File: config.mk
export PLATFORM = sky130hd
export DESIGN_NAME = slpz_div
export DESIGN_NICKNAME = d
export VERILOG_FILES = /design/src/sv/slpz_pkg.sv /design/src/sv/slpz_div.sv
export SDC_FILE = /design/constraint.sdc
export NUM_CORES = 1
export LEC_CHECK = 0
export ABC_AREA = 0
export BUFFER_PORTS_ARGS = -buffer_cell sky130_fd_sc_hd__buf_2
export CORE_ASPECT_RATIO = 1.4
export CORE_MARGIN = 2
export CORE_UTILIZATION = 51
export DETAILED_ROUTE_END_ITERATION = 6
export PLACE_DENSITY = 0.77
export REMOVE_ABC_BUFFERS = 1
export SKIP_CTS_REPAIR_TIMING = 1
export SYNTH_ARGS = -nofsm -noshare
export SYNTH_HDL_FRONTEND = slang
export SYNTH_SLANG_ARGS = --single-unit
File: constraint.sdc
create_clock -name clk -period 2.25 [get_ports clk]
set_input_delay 0.5625 -clock clk [delete_from_list [all_inputs] [get_ports clk]]
set_output_delay 0.5625 -clock clk [all_outputs]
set_load 0.1 [all_outputs]
File: src/sv/slpz_pkg.sv
// ----------------------------------------------------------------------------
// slpz_pkg
// Shared types and constants for the sliding puzzle heuristic engine.
// ----------------------------------------------------------------------------
package slpz_pkg;

  // board geometry
  localparam int         MAX_SIDE    = 16;
  localparam logic [4:0] SIDE_MIN    = 5'd2;
  localparam logic [4:0] SIDE_RESET  = 5'd4;
  localparam int         STORE_DEPTH = 256;
  localparam int         TILE_W      = 8;

  // result saturation
  localparam logic [13:0] HEUR_MAX = 14'h3FFF;

  // item opcodes
  localparam logic OP_GOAL = 1'b0;
  localparam logic OP_CELL = 1'b1;

  // per-cell goal info built in the Manhattan pass, used by the pair pass
  typedef struct packed {
    logic       in_row;  // tile sits in its goal row
    logic       in_col;  // tile sits in its goal column
    logic [6:0] grow;    // goal row
    logic [3:0] gcol;    // goal column
  } meta_t;

endpackage

File: src/sv/slpz_div.sv
// ----------------------------------------------------------------------------
// slpz_div
// Restoring divider, one quotient bit per cycle: goal index / side.
// ----------------------------------------------------------------------------
module slpz_div import slpz_pkg::*; (
  input  logic              clk,
  input  logic              rst_n,
  input  logic              start,
  input  logic [TILE_W-1:0] dividend,
  input  logic [4:0]        divisor,
  output logic              done,
  output logic [TILE_W-1:0] quo,
  output logic [4:0]        rem
);

  logic              run_r;
  logic              done_r;
  logic [2:0]        step_r;
  logic [TILE_W-1:0] dvd_r;
  logic [TILE_W-1:0] quo_r;
  logic [4:0]        rem_r;

  logic [5:0] trial;
  logic [5:0] diff;
  logic       fits;

  // trial subtract of the next partial remainder
  assign trial = {rem_r, dvd_r[TILE_W-1]};
  assign fits  = trial >= {1'b0, divisor};
  assign diff  = trial - {1'b0, divisor};

  // control
  always_ff @(posedge clk) begin
    if (!rst_n) begin
      run_r  <= 1'b0;
      done_r <= 1'b0;
      step_r <= 3'd0;
    end else begin
      done_r <= 1'b0;
      if (start) begin
        run_r  <= 1'b1;
        step_r <= 3'd0;
      end else if (run_r) begin
        step_r <= step_r + 3'd1;
        if (step_r == 3'd7) begin
          run_r  <= 1'b0;
          done_r <= 1'b1;
        end
      end
    end
  end

  // datapath
  always_ff @(posedge clk) begin
    if (start) begin
      dvd_r <= dividend;
      quo_r <= '0;
      rem_r <= '0;
    end else if (run_r) begin
      dvd_r <= {dvd_r[TILE_W-2:0], 1'b0};
      quo_r <= {quo_r[TILE_W-2:0], fits};
      rem_r <= fits ? diff[4:0] : trial[4:0];
    end
  end

  assign done = done_r;
  assign quo  = quo_r;
  assign rem  = rem_r;

endmodule
After elaboration in Yosys (flattened, before gate mapping) --
Index checks and enable logic that the tools add are counted.
Storage, ports and cells: register bits 26, word-level logic and storage cells 22
Operators by class: mux-type cells 7, equal/unequal tests 1, $add $sub $neg 2, reduce and logical (&&, ||, !) cells 3, bitwise gates (word level) 2, magnitude comparators 1
Operator list (count):
- 2-to-1 mux 8 bit | 2
- greater-or-equal comparator 6 x 5 -> 1 bit | 1
- 2-to-1 mux 5 bit | 1
- subtractor 5 bit | 1
- 2-to-1 mux 1 bit | 4
- adder 3 x 1 -> 3 bit, second input constant | 1
- equality test 3 bit, second input constant | 1
- OR reduction 3 bit | 1
- NOT 1 bit | 2
- nonzero test 2 bit | 1
- OR reduction 2 bit | 1

Depth between registers and ports, before layout --
depth in word-level cells 4, depth in mapped cells 8, mapped depth without buffers 8

Least setup slack after synthesis --
OpenSTA, ideal clock, no wires.
kind flip-flop to flip-flop, start point register rem_r[0] (netlist: rem[0]), end point register rem_r[1] (netlist: rem[1]), setup slack -33 ps, data required time 2159 ps, cell stages (with the launch flop) 6, period minus slack after synthesis 2283 ps, library setup time 91 ps, data arrival time 2192 ps, cells stage by stage dfxtp_1 -> ha_1 -> a21oi_1 -> o221a_2 -> nand2_1 -> a311oi_1
On the way: cells in the longest elaborated chain, start to end 2, elaborated cells on any way between the ends 3
Ends and longest elaborated chain:
- start, declared | line slpz_div.sv:21 | logic [4:0] rem_r;
- start signal, assigned | line slpz_div.sv:62 | rem_r <= fits ? diff[4:0] : trial[4:0];
- subtractor 5 bit / greater-or-equal comparator 6 x 5 -> 1 bit (equally long branches) | line slpz_div.sv:30, slpz_div.sv:29
- 2-to-1 mux 5 bit (*) | line slpz_div.sv:62
Mark *: on every way between the ends. The rest lies on a longest branch, timed or not. A chain may end at the register's enable or synchronous reset.

Worst setup path after layout --
start point register dvd_r[7], end point register rem_r[0] (netlist: rem[0])
On the way: cells in the longest elaborated chain, start to end 2, elaborated cells on any way between the ends 3
Ends and longest elaborated chain:
- start, declared | line slpz_div.sv:19 | logic [TILE_W-1:0] dvd_r;
- start signal, assigned | line slpz_div.sv:56 | dvd_r <= dividend;
- start signal, assigned | line slpz_div.sv:60 | dvd_r <= {dvd_r[TILE_W-2:0], 1'b0};
- subtractor 5 bit / greater-or-equal comparator 6 x 5 -> 1 bit (equally long branches) | line slpz_div.sv:30, slpz_div.sv:29
- 2-to-1 mux 5 bit (*) | line slpz_div.sv:62
Marks and branches as above.

==> impl_metrics.py <==
metrics = {
    "final_layout": {
        "area_growth_pct": 17.6,
        "diodes": 0,
        "fin_nets": 168,
        "final_common_cell": "buf_2",
        "drive_above_1_share_pct": 31.5,
        "fillers": 205,
        "mostFrequentLayoutCells": "buf_2 (29), dfxtp_1 (18), nor2_1 (15), mux2i_1 (9)",
    },
    "placement": {
        "port_buffers": 29,
        "gp_congestion": 0.798,
        "pre_cts_ws_ns": 0.0654,
        "dp_hpwl_mm": 1.62,
    },
    "run": {
        "cap_violations": 0,
    },
    "global_routing": {
        "track_usage_pct": 17.7,
        "antenna_found_initial": 0,
        "grt_pass1_vias": 912,
        "grt.overflow.total": 0,
        "grt_first_pass_wirelength_mm": 3.61,
        "grt_max_degree": 23,
    },
    "timing": {
        "tightest_slew_ns": 0.486,
        "holdWs_ns": 0.457,
        "finalSetupViolCount": 0,
        "period_share_pct": 89.0,
        "fin_ws_ns": 0.247,
        "slew_viol_final": 0,
        "skew_ns": 0.00479,
        "fmax_mhz": 499,
        "post-route-min-period_ns": 2.00,
        "finalHoldViolCount": 0,
        "maxSlewHeadroom_pct": 67.8,
        "rsz0062_at_grt": "false",
    },
    "cts": {
        "clockBufferDepth": 2,
        "ctsHtreeMaxLevel": 1,
        "clkSinkCount": 26,
        "clk_latency_ns": 0.32,
        "root_buffer": "clkbuf_4",
        "clk_pin_slew_worst_paths_ns": 0.14,
        "cts_tree": "done",
        "cts_buffers": 3,
    },
    "setup_path": {
        "crit_fanout": 6,
        "critical_path_buf_inv_count": 2,
        "critPathLaunchType": "register",
        "crit_top_cell": "inv_1",
        "rr_endpoint": "rem[0]$_SDFFE_PP0P_",
        "r2r-start": "dvd_r[7]$_DFFE_PP_",
        "r2r_cells": 8,
        "arrival_ns": 2.25,
        "slowest_delay_ns": 0.42,
        "critPathSlowestCell": "edfxtp_1",
        "path_cells": "inv_1, ha_1, inv_1, fa_1, a21oi_1, o221a_2, nand2_1, a311oi_1",
        "path_class": "register to register",
        "cpLargestDelayFamily": "compound AO/OA/AOI/OAI gates",
        "cp-end-kind": "register",
        "worst-path-stages": 8,
        "required_ns": 2.49,
        "ff2ff_setup_slack_ns": 0.25,
    },
    "worst_hold_path": {
        "hp-start": "rst_n",
        "hold_depth": 2,
        "hp-class": "primary input to register",
        "min_to": "run_r$_SDFF_PN0_",
    },
    "route": {
        "wl_met3_um": 69,
        "route.detailed.drc": 0,
        "highest_layer": "met4",
        "avgViaCountPerCell": 5.43,
        "vias": 902,
        "wl_met2_mm": 1.10,
        "post_drt_wl_per_cell_um": 12.6,
        "drtAntennaViolNets": 0,
        "first_pass_iters": 4,
        "drtIter0Drc": 8,
        "wl_mm": 2.09,
        "wirelength_met1_um": 870,
    },
    "floorplan": {
        "core_um2": 2340,
        "rows": 21,
        "die-area_um2": 2810,
        "initial_core_util_pct": 52.3,
        "die_height_um": 61.9,
        "die_x_um": 45.4,
        "ios": 30,
    },
    "power": {
        "power.leakage_nw": 0.667,
        "power_density_nw_per_um2": 745,
        "peakVddDrop_v": 0.000719,
    },
    "synthesis": {
        "syn_inst": 113,
        "avgSynthCellArea_um2": 10.8,
        "netlist_area_um2": 1220,
        "synth_cell_types": 29,
        "yosysSeqAreaShare_pct": 49.1,
        "ys_seq_elements": 26,
        "yosysWarnings": 0,
    },
    "run_status": {
        "status": "completed",
    },
}
## sequential cells by signal, summed over array words and instances, names as in the netlist
name    flops
rem         5
dvd_r       8
run_r       1
done        1
step_r      3
quo         8
## cell usage after synthesis
library cell / instances / area share, %
a211oi_1: 1 / 0.61
a21oi_1: 2 / 0.82
a21oi_2: 1 / 0.72
a311oi_1: 2 / 1.4
a32oi_1: 2 / 1.4
and2_1: 1 / 0.51
and2_2: 1 / 0.61
and3_1: 1 / 0.51
buf_2: 3 / 1.2
clkbuf_1: 1 / 0.31
dfxtp_1: 18 / 29
edfxtp_1: 8 / 20
fa_1: 1 / 1.6
ha_1: 7 / 7.2
inv_1: 8 / 2.5
mux2_2: 7 / 6.4
mux2i_1: 9 / 7.4
nand2_1: 6 / 1.8
nand2b_1: 2 / 1.0
nand3_1: 5 / 2.0
nand3b_1: 1 / 0.61
nor2_1: 15 / 4.6
nor2b_1: 2 / 1.0
o21a_1: 1 / 0.61
o21ai_0: 2 / 0.82
o221a_2: 1 / 0.92
o221ai_2: 1 / 1.2
xnor2_1: 3 / 2.1
xor2_1: 1 / 0.72
## cell families (layout without fill, tap and decap cells)
family                   count (synthesis)  count (layout)  share of synthesized area, %
AO/OA/AOI/OAI                           13              13                          8.60
multiplexers                            16              16                          13.8
buffers and inverters                   12              42                          3.99
flip-flops                              26              26                          49.1
XOR/XNOR                                 4               4                          2.87
AND/OR/NAND/NOR                         34              34                          12.8
adder cells (fa/ha/maj)                  8               8                          8.80
## power breakdown
group / leakage (nW) / internal [W] / switching (W)
sequential: 0.227 / 0.000513 / 0.0000195
clock: 0.0279 / 0.000180 / 0.000134
combinational: 0.411 / 0.0000781 / 0.000146
## worst max path at each step
stage,start,to
2_1_floorplan,rem[0]$_SDFFE_PP0P_,rem[1]$_SDFFE_PP0P_
3_3_place_gp,divisor[0],rem[0]$_SDFFE_PP0P_
3_5_place_dp,divisor[0],rem[0]$_SDFFE_PP0P_
4_1_cts,dvd_r[7]$_DFFE_PP_,rem[0]$_SDFFE_PP0P_
5_1_grt,dvd_r[7]$_DFFE_PP_,rem[0]$_SDFFE_PP0P_
6_report,dvd_r[7]$_DFFE_PP_,rem[0]$_SDFFE_PP0P_
## per-layer routing
metal | up-vias | GRT usage, %
met5 | - | 0
met2 | 27 | 33.3
met3 | 5 | 1.73
met4 | 0 | 10.1
met1 | 415 | 18.8
li1 | 455 | -
## cell type report
cell class              count  area (um^2)  area share [%]
clock buffers               3         22.5            1.57
well taps                  23         28.8            2.00
multi-input cells          75          573            39.9
flip-flops and latches     26          601            41.8
clock inverters             1         30.0            2.09
inverters                   8         30.0            2.09
repair buffers             30          153            10.6
## per-stage QoR
stage | utilization (%) | setup TNS (ns) | cells | cell area (um^2) | power [W]
6_report | 61.5 | 0 | 166 | 1440 | 0.00107
5_1_grt | 61.5 | 0 | 166 | 1440 | 0.00112
3_3_place_gp | 59.2 | 0 | 162 | 1390 | 0.000764
2_1_floorplan | - | -0.0325 | 109 | 1200 | 0.000715
3_5_place_dp | 59.2 | 0 | 162 | 1390 | 0.000770
4_1_cts | 61.5 | 0 | 166 | 1440 | 0.00108
Power figures use the tool's default switching activity.
